$ cat config.mk
export PLATFORM = sky130hd
export DESIGN_NAME = mel_queue
export DESIGN_NICKNAME = d
export VERILOG_FILES = /design/src/design/mel_pkg.sv /design/src/design/mel_queue.sv
export VERILOG_INCLUDE_DIRS = /design/src /design/src/design
export SDC_FILE = /design/constraint.sdc
export NUM_CORES = 1
export LEC_CHECK = 0
export ABC_CLOCK_PERIOD_IN_PS = 19500
export CAP_MARGIN = 5
export CORE_MARGIN = 4
export CORE_UTILIZATION = 27
export DETAILED_ROUTE_END_ITERATION = 16
export DONT_BUFFER_PORTS = 1
export PLACE_DENSITY = 0.39
export RECOVER_POWER = 50
export SETUP_SLACK_MARGIN = 0.15
export SLEW_MARGIN = 20
export SYNTH_ARGS = -nofsm -noshare
export SYNTH_HDL_FRONTEND = slang
export SYNTH_SLANG_ARGS = --single-unit
$ cat constraint.sdc
create_clock -name clk -period 19.5 [get_ports clk]
set_input_delay 1.95 -clock clk [delete_from_list [all_inputs] [get_ports clk]]
set_output_delay 1.95 -clock clk [all_outputs]
set_load 0.005 [all_outputs]
$ cat src/design/manipulability_ellipsoid_length_defines.svh
// Assertion helpers, clocked on clk and disabled while arst_n is low.
`ifndef MANIPULABILITY_ELLIPSOID_LENGTH_DEFINES_SVH
`define MANIPULABILITY_ELLIPSOID_LENGTH_DEFINES_SVH

// Check a property every clock edge outside reset.
`define MEL_ASSERT(lbl, prop, msg) \
lbl: assert property (@(posedge clk) disable iff (!arst_n) prop) else $error(msg);

// Check that a condition never holds outside reset.
`define MEL_NEVER(lbl, cond, msg) \
lbl: assert property (@(posedge clk) disable iff (!arst_n) !(cond)) else $error(msg);

`endif

$ cat src/design/mel_pkg.sv
package mel_pkg;

	localparam int GW       = 40;   // Gram entry width
	localparam int VW       = 256;  // working value width in the back end
	localparam int MW       = 112;  // widest serial multiplier operand
	localparam int NW       = VW + 32;
	localparam int GRAM_N   = 6;
	localparam int QDEPTH   = 2;
	localparam int RF_DEPTH = 21;
	localparam int RAW      = 5;
	localparam int NCW      = 7;
	localparam int PCW      = 5;

	localparam logic [NCW-1:0] N_GRAM = 7'd40;
	localparam logic [NCW-1:0] N_DIR  = 7'd16;
	localparam logic [NCW-1:0] N_VEC  = 7'd96;
	localparam logic [NCW-1:0] N_DET  = 7'd112;

	localparam logic [31:0] LEN_SAT  = 32'hFFFF_FFFF;
	localparam logic [31:0] LEN_ZERO = 32'h0000_0000;

	// Configuration register indexes
	localparam logic [1:0] REG_DIR_X  = 2'd0;
	localparam logic [1:0] REG_DIR_Y  = 2'd1;
	localparam logic [1:0] REG_DIR_Z  = 2'd2;
	localparam logic [1:0] REG_INVERT = 2'd3;

	localparam logic signed [15:0] DIR_X_RESET = 16'sd8192;
	localparam logic signed [15:0] DIR_Y_RESET = 16'sd0;
	localparam logic signed [15:0] DIR_Z_RESET = 16'sd0;

	// Register file slots of the back end
	localparam logic [RAW-1:0] R_M00 = 5'd0;
	localparam logic [RAW-1:0] R_M01 = 5'd1;
	localparam logic [RAW-1:0] R_M02 = 5'd2;
	localparam logic [RAW-1:0] R_M11 = 5'd3;
	localparam logic [RAW-1:0] R_M12 = 5'd4;
	localparam logic [RAW-1:0] R_M22 = 5'd5;
	localparam logic [RAW-1:0] R_V0  = 5'd6;
	localparam logic [RAW-1:0] R_V1  = 5'd7;
	localparam logic [RAW-1:0] R_V2  = 5'd8;
	localparam logic [RAW-1:0] R_C00 = 5'd9;
	localparam logic [RAW-1:0] R_C01 = 5'd10;
	localparam logic [RAW-1:0] R_C02 = 5'd11;
	localparam logic [RAW-1:0] R_C11 = 5'd12;
	localparam logic [RAW-1:0] R_C12 = 5'd13;
	localparam logic [RAW-1:0] R_C22 = 5'd14;
	localparam logic [RAW-1:0] R_DET = 5'd15;
	localparam logic [RAW-1:0] R_A   = 5'd16;
	localparam logic [RAW-1:0] R_B   = 5'd17;
	localparam logic [RAW-1:0] R_C   = 5'd18;
	localparam logic [RAW-1:0] R_P   = 5'd19;
	localparam logic [RAW-1:0] R_Q   = 5'd20;

	typedef struct packed {
		logic signed [15:0] col_x;
		logic signed [15:0] col_y;
		logic signed [15:0] col_z;
		logic               last_column;
	} col_t;

	typedef struct packed {
		logic [31:0] length;
		logic        degenerate;
	} res_t;

	typedef struct packed {
		logic signed [15:0] dir_x;
		logic signed [15:0] dir_y;
		logic signed [15:0] dir_z;
		logic               invert_mode;
	} cfg_t;

	typedef struct packed {
		logic signed [GW-1:0] m00;
		logic signed [GW-1:0] m01;
		logic signed [GW-1:0] m02;
		logic signed [GW-1:0] m11;
		logic signed [GW-1:0] m12;
		logic signed [GW-1:0] m22;
		cfg_t                 cfg;
	} job_t;

	// One multiply-accumulate step of the back-end program
	typedef struct packed {
		logic [RAW-1:0] src_a;
		logic [RAW-1:0] src_b;
		logic [NCW-1:0] nbits;
		logic           clr;
		logic           sub;
		logic           wr;
		logic [RAW-1:0] dst;
		logic           last;
	} step_t;

	function automatic step_t mk_step(input logic [RAW-1:0] a, input logic [RAW-1:0] b,
			input logic [NCW-1:0] n, input logic clr, input logic sub, input logic wr,
			input logic [RAW-1:0] dst, input logic last);
		step_t s;
		s.src_a = a;
		s.src_b = b;
		s.nbits = n;
		s.clr   = clr;
		s.sub   = sub;
		s.wr    = wr;
		s.dst   = dst;
		s.last  = last;
		return s;
	endfunction

	// Normal mode: cofactors, determinant, adj(M) v, its square norm, det^2.
	// Invert mode: M v and its square norm.
	function automatic step_t prog_step(input logic inv, input logic [PCW-1:0] pc);
		step_t s;
		s = mk_step(R_P, R_P, N_DIR, 1'b0, 1'b0, 1'b0, R_P, 1'b1);
		if (inv) begin
			unique case (pc)
				5'd0:  s = mk_step(R_M00, R_V0, N_DIR, 1'b1, 1'b0, 1'b0, R_A, 1'b0);
				5'd1:  s = mk_step(R_M01, R_V1, N_DIR, 1'b0, 1'b0, 1'b0, R_A, 1'b0);
				5'd2:  s = mk_step(R_M02, R_V2, N_DIR, 1'b0, 1'b0, 1'b1, R_A, 1'b0);
				5'd3:  s = mk_step(R_M01, R_V0, N_DIR, 1'b1, 1'b0, 1'b0, R_B, 1'b0);
				5'd4:  s = mk_step(R_M11, R_V1, N_DIR, 1'b0, 1'b0, 1'b0, R_B, 1'b0);
				5'd5:  s = mk_step(R_M12, R_V2, N_DIR, 1'b0, 1'b0, 1'b1, R_B, 1'b0);
				5'd6:  s = mk_step(R_M02, R_V0, N_DIR, 1'b1, 1'b0, 1'b0, R_C, 1'b0);
				5'd7:  s = mk_step(R_M12, R_V1, N_DIR, 1'b0, 1'b0, 1'b0, R_C, 1'b0);
				5'd8:  s = mk_step(R_M22, R_V2, N_DIR, 1'b0, 1'b0, 1'b1, R_C, 1'b0);
				5'd9:  s = mk_step(R_A, R_A, N_VEC, 1'b1, 1'b0, 1'b0, R_P, 1'b0);
				5'd10: s = mk_step(R_B, R_B, N_VEC, 1'b0, 1'b0, 1'b0, R_P, 1'b0);
				5'd11: s = mk_step(R_C, R_C, N_VEC, 1'b0, 1'b0, 1'b1, R_P, 1'b1);
				default: s = mk_step(R_P, R_P, N_DIR, 1'b0, 1'b0, 1'b0, R_P, 1'b1);
			endcase
		end else begin
			unique case (pc)
				5'd0:  s = mk_step(R_M11, R_M22, N_GRAM, 1'b1, 1'b0, 1'b0, R_C00, 1'b0);
				5'd1:  s = mk_step(R_M12, R_M12, N_GRAM, 1'b0, 1'b1, 1'b1, R_C00, 1'b0);
				5'd2:  s = mk_step(R_M02, R_M12, N_GRAM, 1'b1, 1'b0, 1'b0, R_C01, 1'b0);
				5'd3:  s = mk_step(R_M01, R_M22, N_GRAM, 1'b0, 1'b1, 1'b1, R_C01, 1'b0);
				5'd4:  s = mk_step(R_M01, R_M12, N_GRAM, 1'b1, 1'b0, 1'b0, R_C02, 1'b0);
				5'd5:  s = mk_step(R_M02, R_M11, N_GRAM, 1'b0, 1'b1, 1'b1, R_C02, 1'b0);
				5'd6:  s = mk_step(R_M00, R_M22, N_GRAM, 1'b1, 1'b0, 1'b0, R_C11, 1'b0);
				5'd7:  s = mk_step(R_M02, R_M02, N_GRAM, 1'b0, 1'b1, 1'b1, R_C11, 1'b0);
				5'd8:  s = mk_step(R_M01, R_M02, N_GRAM, 1'b1, 1'b0, 1'b0, R_C12, 1'b0);
				5'd9:  s = mk_step(R_M00, R_M12, N_GRAM, 1'b0, 1'b1, 1'b1, R_C12, 1'b0);
				5'd10: s = mk_step(R_M00, R_M11, N_GRAM, 1'b1, 1'b0, 1'b0, R_C22, 1'b0);
				5'd11: s = mk_step(R_M01, R_M01, N_GRAM, 1'b0, 1'b1, 1'b1, R_C22, 1'b0);
				5'd12: s = mk_step(R_C00, R_M00, N_GRAM, 1'b1, 1'b0, 1'b0, R_DET, 1'b0);
				5'd13: s = mk_step(R_C01, R_M01, N_GRAM, 1'b0, 1'b0, 1'b0, R_DET, 1'b0);
				5'd14: s = mk_step(R_C02, R_M02, N_GRAM, 1'b0, 1'b0, 1'b1, R_DET, 1'b0);
				5'd15: s = mk_step(R_C00, R_V0, N_DIR, 1'b1, 1'b0, 1'b0, R_A, 1'b0);
				5'd16: s = mk_step(R_C01, R_V1, N_DIR, 1'b0, 1'b0, 1'b0, R_A, 1'b0);
				5'd17: s = mk_step(R_C02, R_V2, N_DIR, 1'b0, 1'b0, 1'b1, R_A, 1'b0);
				5'd18: s = mk_step(R_C01, R_V0, N_DIR, 1'b1, 1'b0, 1'b0, R_B, 1'b0);
				5'd19: s = mk_step(R_C11, R_V1, N_DIR, 1'b0, 1'b0, 1'b0, R_B, 1'b0);
				5'd20: s = mk_step(R_C12, R_V2, N_DIR, 1'b0, 1'b0, 1'b1, R_B, 1'b0);
				5'd21: s = mk_step(R_C02, R_V0, N_DIR, 1'b1, 1'b0, 1'b0, R_C, 1'b0);
				5'd22: s = mk_step(R_C12, R_V1, N_DIR, 1'b0, 1'b0, 1'b0, R_C, 1'b0);
				5'd23: s = mk_step(R_C22, R_V2, N_DIR, 1'b0, 1'b0, 1'b1, R_C, 1'b0);
				5'd24: s = mk_step(R_A, R_A, N_VEC, 1'b1, 1'b0, 1'b0, R_P, 1'b0);
				5'd25: s = mk_step(R_B, R_B, N_VEC, 1'b0, 1'b0, 1'b0, R_P, 1'b0);
				5'd26: s = mk_step(R_C, R_C, N_VEC, 1'b0, 1'b0, 1'b1, R_P, 1'b0);
				5'd27: s = mk_step(R_DET, R_DET, N_DET, 1'b1, 1'b0, 1'b1, R_Q, 1'b1);
				default: s = mk_step(R_P, R_P, N_DIR, 1'b0, 1'b0, 1'b0, R_P, 1'b1);
			endcase
		end
		return s;
	endfunction

endpackage

$ cat src/design/mel_queue.sv
`include "manipulability_ellipsoid_length_defines.svh"

module mel_queue (
	input  logic          clk,
	input  logic          arst_n,
	input  logic          push,
	output logic          full,
	input  mel_pkg::job_t din,
	input  logic          pop,
	output logic          empty,
	output mel_pkg::job_t dout
);
	import mel_pkg::*;

	localparam int QAW = $clog2(QDEPTH);
	localparam int QCW = $clog2(QDEPTH + 1);

	job_t           mem_q [QDEPTH];
	logic [QAW-1:0] wr_ptr_q;
	logic [QAW-1:0] rd_ptr_q;
	logic [QCW-1:0] cnt_q;
	logic           do_push;
	logic           do_pop;

	assign full    = (cnt_q == QCW'(QDEPTH));
	assign empty   = (cnt_q == '0);
	assign do_push = push && !full;
	assign do_pop  = pop && !empty;
	assign dout    = mem_q[rd_ptr_q];

	always_ff @(posedge clk) begin
		if (do_push) begin
			mem_q[wr_ptr_q] <= din;
		end
	end

	always_ff @(posedge clk or negedge arst_n) begin
		if (!arst_n) begin
			wr_ptr_q <= '0;
			rd_ptr_q <= '0;
			cnt_q    <= '0;
		end else begin
			if (do_push) wr_ptr_q <= wr_ptr_q + 1'b1;
			if (do_pop)  rd_ptr_q <= rd_ptr_q + 1'b1;
			if (do_push && !do_pop) cnt_q <= cnt_q + 1'b1;
			else if (do_pop && !do_push) cnt_q <= cnt_q - 1'b1;
		end
	end

	`MEL_NEVER(a_queue_over, cnt_q > QCW'(QDEPTH), "queue count beyond depth")
	`MEL_ASSERT(a_queue_fill, (do_push && !do_pop) |=> !empty, "pushed entry lost")

endmodule

# == Yosys cells after proc, flatten, opt, wreduce, memory -nomap -nowiden ==
# Memory sizes are Yosys's and may differ from the RTL's.
# Cells that the tools add are included.
# totals
reg_bits,4
latchBits,0
ramBits,578
mem_bits_ro,0
input_bits,293
out_inout_bits,291
wordCells,23
mem_count,1
# memory_table
name,depth,width,read_ports,rd_ports_with_merged_regs,write_ports,line_no,text
mem_q,2,289,1,0,1,mel_queue.sv:18,job_t mem_q [QDEPTH];
# op_classes
n_addsub,4
multipliers,0
div,0
order_cmp,0
n_eq_ne,1
shifts,0
muxes,4
bitwise,0
reduce_logical,10
# ops
cell,n
logical AND 1 bit,4
logical NOT 1 bit,4
2-to-1 mux 2 bit,2
adder 1 bit (second input constant),2
adder 2 x 1 -> 2 bit (second input constant),1
equality test 2 bit (second input constant),1
logical NOT 2 bit,1
2-to-1 mux 1 bit,2
nonzero test 2 bit,1
subtractor 2 x 1 -> 2 bit (second input constant),1

# == Depth between registers and ports, before layout ==
# logic_depth
word_depth,7
depth_mapped,7
depth_no_buf,7

# == Worst setup path before layout ==
# No wires, ideal clock.
# synth_timing
kind,input to register
from,in push
to,mem mem_q[0][0] (netlist name) (enable)
arrival_ps,14006
required_time_ps,18556
slack_ps,4550
path_stages,2
n_path_buf,0
cell_sequence,nand2_1 -> nor2_1
# synth_via
elab_chain_cells,3
# synth_lines
item,line_no,text
start: declaration,mel_queue.sv:6,"input logic push,"
logical AND 1 bit,mel_queue.sv:27,assign do_push = push && !full;
2-to-1 mux 1 bit,mel_queue.sv:32,if (do_push) begin
2-to-1 mux 1 bit (not written as such),mel_queue.sv:33,mem_q[wr_ptr_q] <= din;
end: declaration,mel_queue.sv:18,
# Every way passes these cells.

# == Final worst setup path ==
# layout_timing
from,in push
to,mem mem_q[0][228] (netlist name) (enable)
# Same word-level chain as after synthesis.

==> out/qor.yml <==
status:
  outcome: "finished with violations"
  violations: "capacitance limit, slew limit"
floorplan:
  die_area_sq_um: 83900
  die_x_um: 290
  start_util: 0.272
  rows: 103
  pin_count: 584
  core_sq_um: 78700
  die_h_um: 290
synthesis:
  synth_nets: 1212
  synth.area.mux_share: 0.170
  synth_warnings: 0
  netlist_instances: 918
  avgSynthCellArea_sq_um: 23.3
  synth_compound_area_frac: 0.000234
  synthAdderAreaFrac: 0.000584
  syn_area_sq_um: 21400
  ys_ff_latch: 582
  yosysSeqAreaShare: 0.815
  yosys.area_share.xor_xnor: 0.00204
  synth_top_family_by_area: "multiplexers"
  yosys.area_share.simple: 0.00129
  synthDistinctLibCells: 16
drt:
  dr.pass1.iters: 6
  routedWlPerCell_um: 24.1
  m1WireLength_um: 15700
  dr_wl_met2_um: 25300
  postRouteAntennaNets: 0
  vias: 8636
  vias_per_cell: 4.18
  wirelength_um: 49800
  detail_route.iter0.violations: 398
  wl_met3_um: 7670
  drc_errors: 0
  routed.top_layer: "met4"
finish:
  antenna_cells: 0
  fin_nets: 1261
  final_area_sq_um: 24600
  areaGrowthSynthToFinish_pct: 14.9
  final_core_util: 0.313
  fill_cells: 7527
  drive_above_1_share: 0.382
  mostFrequentLayoutCells: "edfxtp_1, mux2_2, mux2_4, clkbuf_16, clkbuf_1"
  layout_commonest_cell: "edfxtp_1"
power_and_ir_drop:
  switching_power_mw: 1.08
  irDropWorstVdd_uv: 152
  power_frac_seq: 0.468
  p_comb_frac: 0.238
  p_sw_frac: 0.282
  pwr-share-clk: 0.294
  powerDensity_nw_per_um2: 156
  total_power_mw: 3.84
  cell_internal_pwr_mw: 2.76
  power_leakage_nw: 8.07
cts:
  insertion_delay_ns: 0.59
  postCtsSetupRepairBufs: 0
  clock_sinks: 582
  clk_pin_slew_ns: 0.05
  cts.htree.levels: 3
  cts_tree: "done"
  cts_root_buffer: "clkbuf_16"
  cts_buffers: 67
  postCtsHoldBufs: 0
  clockBufferDepth: 3
  cts_resized: 0
setup_path:
  start_kind: "input port"
  crit_fanout: 110
  required_ns: 19.47
  end_kind: "flip-flop"
  path_cells: "nand2_1 -> nor2_4 -> clkbuf_1"
  path_class: "in -> reg"
  arrival_ns: 7.11
  critPathMaxStageDelay_ns: 4.71
  cp_slowest_cell: "clkbuf_1"
global_routing:
  antenna_found_initial: 0
  grt_max_degree: 128
  grt_pass1_vias: 9062
  grt_first_pass_wirelength_um: 67300
  grt_use_total: 0.111
  overflow: 0
sta:
  finalSetupViolCount: 0
  setup_tns_ns: 0
  fmaxAchievable_mhz: 140
  final_max_slew_viol_count: 147
  period_share: 0.366
  worstMarginPinSlew_ns: 6.87
  finalHoldViolations: 0
  rsz0062_at_grt: "no"
  layout_min_cycle_time_ns: 7.13
  slew_headroom: -3.58
  skew_ns: 0.0289
place:
  dp_hpwl_um: 33400
  io_buffer_count: 0
  place_congestion: 0.717
  placed_area_sq_um: 22600
flow_run:
  drv_cap: 2
min_path:
  hp-class: "reg -> reg"
-- Yosys cell counts, drive strengths merged --
cell type    n  share of area
mux2       289           0.17
nand2b       1        0.00029
nand2        1        0.00018
buf         32          0.011
dfrtp        4         0.0047
ha           1        0.00058
xor2         2        0.00082
xnor2        3         0.0012
inv          2        0.00035
and3         1        0.00029
edfxtp     578           0.81
nor2         3        0.00053
o21ai        1        0.00023
-- power groups by stage --
stage	clock, mW	combinational, mW	sequential [mW]
finish	1.13	0.913	1.80
floorplan	0	0.702	1.90
CTS	1.18	0.955	1.79
detailed placement	0	0.953	1.81
global route	1.24	0.985	1.82
global placement	0	0.960	1.80
-- per-stage QoR --
| step | setup WS, ns | hold slack, ns | cells |
|---|---|---|---|
| 2_1_floorplan | 4.55 | 0.461 | 918 |
| 3_3_place_gp | 14.41 | 0.506 | 1947 |
| 3_5_place_dp | 14.41 | 0.510 | 1947 |
| 4_1_cts | 13.96 | 0.523 | 2065 |
| 5_1_grt | 11.83 | 0.551 | 2066 |
| 6_report | 12.37 | 0.522 | 2066 |
-- logic make-up after synthesis --
kind of cell,after synthesis
muxes,289
buffers and inverters,34
and+or+nand+nor,6
adders and majority gates,1
DFF,582
AOI/OAI and AO/OA,1
xor gates and xnor gates,5
-- path summary, 6_finish.rpt --
check                      startpoint       endpoint  slack, ns  cells past startpoint
setup reg to reg             cnt_q[0]  mem_q[0][228]      13.05                      4
hold reg to reg              cnt_q[1]       cnt_q[1]       0.52                      1
hold / removal               cnt_q[1]       cnt_q[1]       0.52                      1
min in group asynchronous      arst_n       wr_ptr_q       1.08                      0
max in group asynchronous      arst_n       rd_ptr_q      18.34                      0
setup / recovery                 push  mem_q[0][228]      12.37                      3
-- critical path: cells and delay by family --
kind	cells	cell delay (ns)
simple gates	2	0.22
buf+inv	1	4.71
-- flip-flops by register name, summed over array words and instances (netlist names) --
name      flops
cnt_q         2
mem_q       578
rd_ptr_q      1
wr_ptr_q      1
-- metal layers --
layer  vias to the layer above  GRT usage
li1                       3782          -
met1                      4388      0.106
met2                       386      0.192
met3                        80     0.0753
met4                         0     0.0383
met5                         -          0
-- cell type report --
cell class / count / area (sq um) / share of cell area
Clock buffer: 87 / 1780 / 0.0724
Clock inverter: 31 / 198 / 0.00803
Inverter: 2 / 7.51 / 0.000305
Multi-Input combinational cell: 302 / 3730 / 0.151
Sequential cell: 582 / 17500 / 0.709
Tap cell: 1050 / 1310 / 0.0534
Timing Repair Buffer: 12 / 123 / 0.00498
(Power assumes the default switching activity.)
