--- src/design/manipulability_ellipsoid_length_defines.svh ---
// Assertion helpers, clocked on clk and disabled while arst_n is low.
`ifndef MANIPULABILITY_ELLIPSOID_LENGTH_DEFINES_SVH
`define MANIPULABILITY_ELLIPSOID_LENGTH_DEFINES_SVH

// Check a property every clock edge outside reset.
`define MEL_ASSERT(lbl, prop, msg) \
lbl: assert property (@(posedge clk) disable iff (!arst_n) prop) else $error(msg);

// Check that a condition never holds outside reset.
`define MEL_NEVER(lbl, cond, msg) \
lbl: assert property (@(posedge clk) disable iff (!arst_n) !(cond)) else $error(msg);

`endif

--- src/design/mel_pkg.sv ---
package mel_pkg;

	localparam int GW       = 40;   // Gram entry width
	localparam int VW       = 256;  // working value width in the back end
	localparam int MW       = 112;  // widest serial multiplier operand
	localparam int NW       = VW + 32;
	localparam int GRAM_N   = 6;
	localparam int QDEPTH   = 2;
	localparam int RF_DEPTH = 21;
	localparam int RAW      = 5;
	localparam int NCW      = 7;
	localparam int PCW      = 5;

	localparam logic [NCW-1:0] N_GRAM = 7'd40;
	localparam logic [NCW-1:0] N_DIR  = 7'd16;
	localparam logic [NCW-1:0] N_VEC  = 7'd96;
	localparam logic [NCW-1:0] N_DET  = 7'd112;

	localparam logic [31:0] LEN_SAT  = 32'hFFFF_FFFF;
	localparam logic [31:0] LEN_ZERO = 32'h0000_0000;

	// Configuration register indexes
	localparam logic [1:0] REG_DIR_X  = 2'd0;
	localparam logic [1:0] REG_DIR_Y  = 2'd1;
	localparam logic [1:0] REG_DIR_Z  = 2'd2;
	localparam logic [1:0] REG_INVERT = 2'd3;

	localparam logic signed [15:0] DIR_X_RESET = 16'sd8192;
	localparam logic signed [15:0] DIR_Y_RESET = 16'sd0;
	localparam logic signed [15:0] DIR_Z_RESET = 16'sd0;

	// Register file slots of the back end
	localparam logic [RAW-1:0] R_M00 = 5'd0;
	localparam logic [RAW-1:0] R_M01 = 5'd1;
	localparam logic [RAW-1:0] R_M02 = 5'd2;
	localparam logic [RAW-1:0] R_M11 = 5'd3;
	localparam logic [RAW-1:0] R_M12 = 5'd4;
	localparam logic [RAW-1:0] R_M22 = 5'd5;
	localparam logic [RAW-1:0] R_V0  = 5'd6;
	localparam logic [RAW-1:0] R_V1  = 5'd7;
	localparam logic [RAW-1:0] R_V2  = 5'd8;
	localparam logic [RAW-1:0] R_C00 = 5'd9;
	localparam logic [RAW-1:0] R_C01 = 5'd10;
	localparam logic [RAW-1:0] R_C02 = 5'd11;
	localparam logic [RAW-1:0] R_C11 = 5'd12;
	localparam logic [RAW-1:0] R_C12 = 5'd13;
	localparam logic [RAW-1:0] R_C22 = 5'd14;
	localparam logic [RAW-1:0] R_DET = 5'd15;
	localparam logic [RAW-1:0] R_A   = 5'd16;
	localparam logic [RAW-1:0] R_B   = 5'd17;
	localparam logic [RAW-1:0] R_C   = 5'd18;
	localparam logic [RAW-1:0] R_P   = 5'd19;
	localparam logic [RAW-1:0] R_Q   = 5'd20;

	typedef struct packed {
		logic signed [15:0] col_x;
		logic signed [15:0] col_y;
		logic signed [15:0] col_z;
		logic               last_column;
	} col_t;

	typedef struct packed {
		logic [31:0] length;
		logic        degenerate;
	} res_t;

	typedef struct packed {
		logic signed [15:0] dir_x;
		logic signed [15:0] dir_y;
		logic signed [15:0] dir_z;
		logic               invert_mode;
	} cfg_t;

	typedef struct packed {
		logic signed [GW-1:0] m00;
		logic signed [GW-1:0] m01;
		logic signed [GW-1:0] m02;
		logic signed [GW-1:0] m11;
		logic signed [GW-1:0] m12;
		logic signed [GW-1:0] m22;
		cfg_t                 cfg;
	} job_t;

	// One multiply-accumulate step of the back-end program
	typedef struct packed {
		logic [RAW-1:0] src_a;
		logic [RAW-1:0] src_b;
		logic [NCW-1:0] nbits;
		logic           clr;
		logic           sub;
		logic           wr;
		logic [RAW-1:0] dst;
		logic           last;
	} step_t;

	function automatic step_t mk_step(input logic [RAW-1:0] a, input logic [RAW-1:0] b,
			input logic [NCW-1:0] n, input logic clr, input logic sub, input logic wr,
			input logic [RAW-1:0] dst, input logic last);
		step_t s;
		s.src_a = a;
		s.src_b = b;
		s.nbits = n;
		s.clr   = clr;
		s.sub   = sub;
		s.wr    = wr;
		s.dst   = dst;
		s.last  = last;
		return s;
	endfunction

	// Normal mode: cofactors, determinant, adj(M) v, its square norm, det^2.
	// Invert mode: M v and its square norm.
	function automatic step_t prog_step(input logic inv, input logic [PCW-1:0] pc);
		step_t s;
		s = mk_step(R_P, R_P, N_DIR, 1'b0, 1'b0, 1'b0, R_P, 1'b1);
		if (inv) begin
			unique case (pc)
				5'd0:  s = mk_step(R_M00, R_V0, N_DIR, 1'b1, 1'b0, 1'b0, R_A, 1'b0);
				5'd1:  s = mk_step(R_M01, R_V1, N_DIR, 1'b0, 1'b0, 1'b0, R_A, 1'b0);
				5'd2:  s = mk_step(R_M02, R_V2, N_DIR, 1'b0, 1'b0, 1'b1, R_A, 1'b0);
				5'd3:  s = mk_step(R_M01, R_V0, N_DIR, 1'b1, 1'b0, 1'b0, R_B, 1'b0);
				5'd4:  s = mk_step(R_M11, R_V1, N_DIR, 1'b0, 1'b0, 1'b0, R_B, 1'b0);
				5'd5:  s = mk_step(R_M12, R_V2, N_DIR, 1'b0, 1'b0, 1'b1, R_B, 1'b0);
				5'd6:  s = mk_step(R_M02, R_V0, N_DIR, 1'b1, 1'b0, 1'b0, R_C, 1'b0);
				5'd7:  s = mk_step(R_M12, R_V1, N_DIR, 1'b0, 1'b0, 1'b0, R_C, 1'b0);
				5'd8:  s = mk_step(R_M22, R_V2, N_DIR, 1'b0, 1'b0, 1'b1, R_C, 1'b0);
				5'd9:  s = mk_step(R_A, R_A, N_VEC, 1'b1, 1'b0, 1'b0, R_P, 1'b0);
				5'd10: s = mk_step(R_B, R_B, N_VEC, 1'b0, 1'b0, 1'b0, R_P, 1'b0);
				5'd11: s = mk_step(R_C, R_C, N_VEC, 1'b0, 1'b0, 1'b1, R_P, 1'b1);
				default: s = mk_step(R_P, R_P, N_DIR, 1'b0, 1'b0, 1'b0, R_P, 1'b1);
			endcase
		end else begin
			unique case (pc)
				5'd0:  s = mk_step(R_M11, R_M22, N_GRAM, 1'b1, 1'b0, 1'b0, R_C00, 1'b0);
				5'd1:  s = mk_step(R_M12, R_M12, N_GRAM, 1'b0, 1'b1, 1'b1, R_C00, 1'b0);
				5'd2:  s = mk_step(R_M02, R_M12, N_GRAM, 1'b1, 1'b0, 1'b0, R_C01, 1'b0);
				5'd3:  s = mk_step(R_M01, R_M22, N_GRAM, 1'b0, 1'b1, 1'b1, R_C01, 1'b0);
				5'd4:  s = mk_step(R_M01, R_M12, N_GRAM, 1'b1, 1'b0, 1'b0, R_C02, 1'b0);
				5'd5:  s = mk_step(R_M02, R_M11, N_GRAM, 1'b0, 1'b1, 1'b1, R_C02, 1'b0);
				5'd6:  s = mk_step(R_M00, R_M22, N_GRAM, 1'b1, 1'b0, 1'b0, R_C11, 1'b0);
				5'd7:  s = mk_step(R_M02, R_M02, N_GRAM, 1'b0, 1'b1, 1'b1, R_C11, 1'b0);
				5'd8:  s = mk_step(R_M01, R_M02, N_GRAM, 1'b1, 1'b0, 1'b0, R_C12, 1'b0);
				5'd9:  s = mk_step(R_M00, R_M12, N_GRAM, 1'b0, 1'b1, 1'b1, R_C12, 1'b0);
				5'd10: s = mk_step(R_M00, R_M11, N_GRAM, 1'b1, 1'b0, 1'b0, R_C22, 1'b0);
				5'd11: s = mk_step(R_M01, R_M01, N_GRAM, 1'b0, 1'b1, 1'b1, R_C22, 1'b0);
				5'd12: s = mk_step(R_C00, R_M00, N_GRAM, 1'b1, 1'b0, 1'b0, R_DET, 1'b0);
				5'd13: s = mk_step(R_C01, R_M01, N_GRAM, 1'b0, 1'b0, 1'b0, R_DET, 1'b0);
				5'd14: s = mk_step(R_C02, R_M02, N_GRAM, 1'b0, 1'b0, 1'b1, R_DET, 1'b0);
				5'd15: s = mk_step(R_C00, R_V0, N_DIR, 1'b1, 1'b0, 1'b0, R_A, 1'b0);
				5'd16: s = mk_step(R_C01, R_V1, N_DIR, 1'b0, 1'b0, 1'b0, R_A, 1'b0);
				5'd17: s = mk_step(R_C02, R_V2, N_DIR, 1'b0, 1'b0, 1'b1, R_A, 1'b0);
				5'd18: s = mk_step(R_C01, R_V0, N_DIR, 1'b1, 1'b0, 1'b0, R_B, 1'b0);
				5'd19: s = mk_step(R_C11, R_V1, N_DIR, 1'b0, 1'b0, 1'b0, R_B, 1'b0);
				5'd20: s = mk_step(R_C12, R_V2, N_DIR, 1'b0, 1'b0, 1'b1, R_B, 1'b0);
				5'd21: s = mk_step(R_C02, R_V0, N_DIR, 1'b1, 1'b0, 1'b0, R_C, 1'b0);
				5'd22: s = mk_step(R_C12, R_V1, N_DIR, 1'b0, 1'b0, 1'b0, R_C, 1'b0);
				5'd23: s = mk_step(R_C22, R_V2, N_DIR, 1'b0, 1'b0, 1'b1, R_C, 1'b0);
				5'd24: s = mk_step(R_A, R_A, N_VEC, 1'b1, 1'b0, 1'b0, R_P, 1'b0);
				5'd25: s = mk_step(R_B, R_B, N_VEC, 1'b0, 1'b0, 1'b0, R_P, 1'b0);
				5'd26: s = mk_step(R_C, R_C, N_VEC, 1'b0, 1'b0, 1'b1, R_P, 1'b0);
				5'd27: s = mk_step(R_DET, R_DET, N_DET, 1'b1, 1'b0, 1'b1, R_Q, 1'b1);
				default: s = mk_step(R_P, R_P, N_DIR, 1'b0, 1'b0, 1'b0, R_P, 1'b1);
			endcase
		end
		return s;
	endfunction

endpackage

--- src/design/mel_front.sv ---
module mel_front #(
	parameter int MAX_JOINTS = 7
) (
	input  logic          clk,
	input  logic          arst_n,
	input  logic          push,
	output logic          full,
	input  mel_pkg::col_t col,
	input  mel_pkg::cfg_t cfg,
	output logic          job_push,
	input  logic          job_full,
	output mel_pkg::job_t job
);
	import mel_pkg::*;

	localparam int CW = $clog2(MAX_JOINTS + 1);

	col_t                 col_q;
	logic [2:0]           k_q;
	logic                 busy_q;
	logic                 emit_q;
	logic [CW-1:0]        count_q;
	logic signed [GW-1:0] gram_q [GRAM_N];
	logic signed [15:0]   op_a;
	logic signed [15:0]   op_b;
	logic signed [31:0]   prod;
	logic                 accept;

	assign full   = busy_q || emit_q;
	assign accept = push && !full;

	// Pick the column pair for the current Gram entry
	always_comb begin
		unique case (k_q)
			3'd0: begin op_a = col_q.col_x; op_b = col_q.col_x; end
			3'd1: begin op_a = col_q.col_x; op_b = col_q.col_y; end
			3'd2: begin op_a = col_q.col_x; op_b = col_q.col_z; end
			3'd3: begin op_a = col_q.col_y; op_b = col_q.col_y; end
			3'd4: begin op_a = col_q.col_y; op_b = col_q.col_z; end
			default: begin op_a = col_q.col_z; op_b = col_q.col_z; end
		endcase
	end

	assign prod = op_a * op_b;

	always_ff @(posedge clk) begin
		if (accept) begin
			col_q <= col;
		end
	end

	always_ff @(posedge clk or negedge arst_n) begin
		if (!arst_n) begin
			k_q     <= '0;
			busy_q  <= 1'b0;
			emit_q  <= 1'b0;
			count_q <= '0;
			for (int i = 0; i < GRAM_N; i++) gram_q[i] <= '0;
		end else begin
			if (accept) begin
				if (count_q < CW'(MAX_JOINTS)) begin
					busy_q  <= 1'b1;
					k_q     <= '0;
					count_q <= count_q + 1'b1;
				end else if (col.last_column) begin
					emit_q <= 1'b1;
				end
			end
			if (busy_q) begin
				gram_q[k_q] <= gram_q[k_q] + GW'(prod);
				k_q         <= k_q + 3'd1;
				if (k_q == 3'(GRAM_N - 1)) begin
					busy_q <= 1'b0;
					emit_q <= col_q.last_column;
				end
			end
			if (emit_q && !job_full) begin
				emit_q  <= 1'b0;
				count_q <= '0;
				for (int i = 0; i < GRAM_N; i++) gram_q[i] <= '0;
			end
		end
	end

	assign job_push = emit_q;
	assign job.m00  = gram_q[0];
	assign job.m01  = gram_q[1];
	assign job.m02  = gram_q[2];
	assign job.m11  = gram_q[3];
	assign job.m12  = gram_q[4];
	assign job.m22  = gram_q[5];
	assign job.cfg  = cfg;

endmodule

--- config.mk ---
export PLATFORM = sky130hd
export DESIGN_NAME = mel_front
export DESIGN_NICKNAME = d
export VERILOG_FILES = /design/src/design/manipulability_ellipsoid_length_defines.svh /design/src/design/mel_pkg.sv /design/src/design/mel_front.sv
export SDC_FILE = /design/constraint.sdc
export NUM_CORES = 1
export LEC_CHECK = 0
export ABC_AREA = 1
export ABC_CLOCK_PERIOD_IN_PS = 9000
export BUFFER_PORTS_ARGS = -buffer_cell sky130_fd_sc_hd__buf_2
export CAP_MARGIN = 10
export CORE_UTILIZATION = 25
export DETAILED_ROUTE_END_ITERATION = 6
export PLACE_DENSITY_LB_ADDON = 0.1
export SLEW_MARGIN = 30
export SYNTH_ARGS = -nofsm -noshare
export SYNTH_HDL_FRONTEND = slang
export SYNTH_SLANG_ARGS = --single-unit
--- constraint.sdc ---
create_clock -name clk -period 9 [get_ports clk]
set_input_delay 0.45 -clock clk [delete_from_list [all_inputs] [get_ports clk]]
set_output_delay 0.45 -clock clk [all_outputs]
set_load 0.02 [all_outputs]
# Yosys cells after proc, flatten, opt, wreduce, memory -nomap -nowiden
# Cells that the tools add are included.
[word_totals]
word_cells = 70
reg_bits = 297
out_inout_bits = 291
inputBits = 102
[op_classes]
magnitude_cmp = 3
n_eq_ne = 5
add_sub_neg = 3
mul = 1
muxes = 26
n_reduce_logical = 17
bitwise = 1
[ops]
columns = ["cell", "n"]
rows = [
  ["$mux 240", 2],
  ["$bwmux 240", 1],
  ["$bmux 40 s3", 1],
  ["$demux 40 s3", 1],
  ["$mux 40", 3],
  ["$pmux 16 s2", 2],
  ["$add 40x32->40", 1],
  ["$mul 16x16->32", 1],
  ["$mux 3", 6],
  ["$mux 1", 10],
  ["$reduce_bool 2->1", 5],
  ["$add 3x1->3 const B", 2],
  ["$eq 3x2->1 const B", 2],
  ["$eq 3x3->1 const B", 2],
  ["$ge 4x4->1 const B", 1],
  ["$lt 4x1->1 const B", 1],
  ["$not 3->4", 1],
  ["$reduce_and 2->1", 2],
  ["$reduce_or 2->1", 2],
  ["$eq 3x1->1 const B", 1],
  ["$logic_and 1x1->1", 3],
  ["$logic_not 3->1", 1],
  ["$lt 3x3->1 const B", 1],
  ["$reduce_or 3->1", 1],
  ["2 further kinds", 3],
]

# Longest topological paths before layout
[logic_depth]
depth_word = 8
depth_mapped = 39
mapped_depth_nobuf = 34

# Least setup slack after synthesis
# Ideal clock, no wire load.
[synth_path]
kind = "flip-flop to flip-flop"
start = "reg k_q[0]"
end = "reg gram_q (netlist bit job[128])"
stages_incl_launch_ff = 34
setup_time_ns = 0.118
synth_period_minus_slack_ns = 7.403
path_buffers = 5
slack_ns = 1.597
required_time_ns = 8.882
arrival_time_ns = 7.285
path_cell_list = "dfrtp_1 buf_6 inv_2 buf_6 clkbuf_1 ha_1 nor2_1 nand2_2 nand2_4 and2_4 buf_6 a21oi_4 buf_4 nor2_1 fa_1 fa_1 inv_1 fa_1 fa_1 inv_1 fa_1 inv_1 fa_1 inv_1 ha_1 nand2_1 nor2_1 nand2_1 nor2_1 nand4_1 nand3_1 nand3_2 nand3_1 nand2_1"
[synth_via]
elab_chain_len = 8
word_cells_on_any_way = 24
classes_between = "add/sub: 1; mul: 1; order compare: 2; eq/ne: 4; mux: 10; bitwise: 1; reduce/logical: 5"
[synth_rtl]
columns = ["item", "line", "text"]
rows = [
  ["start, declared", "mel_front.sv:19", "logic [2:0] k_q;"],
  ["start signal, assigned", "mel_front.sv:71", "k_q <= k_q + 3'd1;"],
  ["$eq 3x1->1 (tied with other cells)", "mel_front.sv:34", "unique case (k_q)"],
  ["$reduce_or 3->1 (no source line) (tied with other cells)", "--", ""],
  ["$pmux 16 s2 (tied with other cells)", "mel_front.sv:34", ""],
  ["$mul 16x16->32 or $mux 40 (tied branches)", "mel_front.sv:44, mel_front.sv:70", ""],
  ["$add 40x32->40 or $demux 40 s3 (tied branches)", "mel_front.sv:70", "gram_q[k_q] <= gram_q[k_q] + GW'(prod);"],
  ["$bwmux 240 (*)", "mel_front.sv:70", ""],
  ["$mux 240 (*)", "mel_front.sv:69", "if (busy_q) begin"],
  ["$mux 240 (*)", "mel_front.sv:77", "if (emit_q && !job_full) begin"],
  ["end signal, assigned by index", "mel_front.sv:70", ""],
  ["end, declared", "mel_front.sv:23", "logic signed [GW-1:0] gram_q [GRAM_N];"],
]
# Mark *: on every way between the ends. The rest lies on a longest branch, timed or not. The select of a mux whose other input is x is not followed.
# A chain may end at the register's enable or synchronous reset.

# Worst setup path after layout
[layout_path]
start = "reg k_q[2]"
end = "reg gram_q (netlist bit job[125])"
# The elaborated chain is that of the path after synthesis.

==> results.toml <==
[sta]
maxSlewHeadroom_pct = 33.0
skew_ps = 54.1
rsz0062_at_grt = "no"
hold_viol = 0
setup_viol = 0
drv_slew = 0
period_share_pct = 95.0
worstMarginPinSlew_ps = 1000
fin_setup_tns_ps = 0
finalCriticalPeriod_ps = 8550
fmax_mhz = 117

[hold_path]
min_from = "col[40]"
hold_class = "in2reg"
whs_endpoint = "col_q[40]$_DFFE_PP_"
min_path_cells = 1

[run]
maxCapViolCount = 0

[global_route]
antenna_found_initial = 2
grt_max_degree = 75
grt_pass1_vias = 23600
grt_pass1_wl_um = 164000
top_usage_layer = "met2"
met2_usage_pct = 32.2
grt_usage_pct = 20.8
use_met1_pct = 29.6
overflow = 0
use_met3_pct = 3.39

[cells_and_area]
drive_gt1_share_pct = 15.4
multi_input_area_um2 = 15800
layout_common_cells = "nand2_1 (660), inv_1 (574), fa_1 (329)"
final-seq-area_um2 = 7680
final_common_cell = "nand2_1"
fillerInstances = 11400
syn_to_final_growth_pct = 15.6
final_nets = 3895

[place]
io_buffers = 294
globalplace.congestion = 0.949
hpwl_um = 85800

[floorplan]
die-width_um = 328
rows = 119
start_util_pct = 25.2
die_h_um = 328
fp.coreArea_um2 = 105000
die-area_um2 = 107000
ios = 393

[logic_synthesis]
ys_ff_latch = 297
synth_xor_area_share_pct = 0.585
ys_seq_area_share_pct = 28.9
synth.distinct_cells = 57
yosys.area_share.simple_pct = 17.9
synth_top_family_by_area = "adder cells"
synth_fa_ha_area_share_pct = 30.6
syn_inst = 3103
syn_area_um2 = 26500
async_flop_share_pct = 83.5
synthFlopType = "dfrtp_1"
synth-edff-count = 49
syn_nets = 3656
synth_warnings = 0
syn_area_per_cell_um2 = 8.55
synth-compound-area-share_pct = 10.0
synth_mux_area_share_pct = 0

[clock_network]
clock_path_buffers = 3
postCtsHoldBufs = 1
htreeDepth = 2
cts_buffers = 39
clock-sinks = 297
postCtsSetupBuffers = 0
cts_resized = 0
clkSlewWorstSetupHoldPaths_ps = 50
insertion_delay_ps = 620
cts_tree = "yes"
cts_root_buf = "clkbuf_16"

[outcome]
violations = "design-rule violations"
outcome = "finished with violations"

[route]
viasPerCell = 4.62
vias = 22000
drt-wirelength-per-cell_um = 23.2
ant_nets = 0
drtIter0Drc = 1527
dr.pass1.iters = 7
wl_um = 111000
drc_errors = 8

[worst_setup_path]
critPathMaxFanout = 13
cp-start-kind = "register"
reg2reg_to = "job[125]$_DFFE_PN0P_"
ff2ff_path_depth = 27
ff2ff_setup_slack_ps = 450
crit_type = "reg2reg"
end_kind = "register"
timing.rr.start = "k_q[2]$_DFFE_PN0P_"
cp.required_ps = 9470
arrival_ps = 9020
state kept, by name (all words and copies together), names as in the netlist:
signal,flops
job,240
col_q,49
count_q,3
k_q,3
busy_q,1
job_push,1
critical path, stage by stage, from the launching register on:
cell and delay, ps:
dfrtp_1 610, inv_4 130, ha_1 260, a21oi_4 290
buf_4 250, inv_1 60, a221oi_2 710, inv_1 510
nand2_1 210, fa_1 400, inv_1 120, fa_1 450
fa_1 650, fa_1 460, fa_1 510, inv_1 50
fa_1 480, inv_1 50, ha_1 440, nand2_1 130
nor2_1 200, inv_1 110, nor3_1 570, nand3_1 190
nand3_1 150, nand2_1 210, nand3_1 130, o21ai_1 60
logic make-up (layout without fill, tap and decap cells):
kind of cell / after synthesis / in the layout
AOI/OAI and AO/OA: 436 / 436
xor gates and xnor gates: 16 / 16
adders and majority gates: 451 / 451
buffers and inverters: 757 / 1026
DFF: 297 / 297
other: 0 / 1
and+or+nand+nor: 1146 / 1146
Yosys cell counts (all sizes together) (3+ instances only):
master  number  area, um^2
buf        108         724
clkbuf      48         181
fa         330        6610
o21a         3        22.5
o21ai      175         898
nand2      676        2580
nand4       13        81.3
nand3b       6        56.3
edfxtp      49        1470
inv        600        2250
nor4         4        25.0
xor2         4        35.0
o21bai       5        37.5
nand3      158         806
o22ai      125         788
or2          5        31.3
nor2       235         907
a21oi      115         793
xnor2       12         120
a31oi        3        18.8
nor3        46         235
dfrtp      248        6210
ha         121        1510
per-stage QoR:
step	cell area (um^2)	setup slack [ps]	hold WS [ps]	std cells	utilization, %
after global placement	29400	530	473	4691	27.9
after global routing	30700	42.6	9.97	4763	29.1
after CTS	30600	465	4.39	4763	29.1
final	30700	451	38.7	4764	29.1
after detailed placement	29400	509	472	4691	27.9
after floorplan	26500	1600	154	3103	-
metal layers:
metal / wire, um / vias to the layer above
li1: - / 10100
met1: 52000 / 11100
met2: 49800 / 640
met3: 5770 / 136
met4: 2950 / 2
met5: 13 / -
area by class of cell:
cell class	count	share of cell area, %
diodes	1	0.00816
well taps	1391	5.68
flip-flops and latches	297	25.0
inverters	601	7.38
clock inverters	16	0.559
multi-input cells	2049	51.4
clock buffers	55	3.48
repair buffers	354	6.48
worst max path at each step:
stage	from	endpoint	slack (ps)
2_1_floorplan	k_q[0]$_DFFE_PN0P_	job[128]$_DFFE_PN0P_	1600
4_1_cts	k_q[2]$_DFFE_PN0P_	job[113]$_DFFE_PN0P_	460
3_5_place_dp	k_q[2]$_DFFE_PN0P_	job[125]$_DFFE_PN0P_	510
5_1_grt	k_q[2]$_DFFE_PN0P_	job[114]$_DFFE_PN0P_	40
6_report	k_q[2]$_DFFE_PN0P_	job[125]$_DFFE_PN0P_	450
3_3_place_gp	k_q[2]$_DFFE_PN0P_	job[165]$_DFFE_PN0P_	530
Power is left out: the tool's default activity adds up to more than one toggle a clock period on the data nets, which glitch-free logic cannot reach.
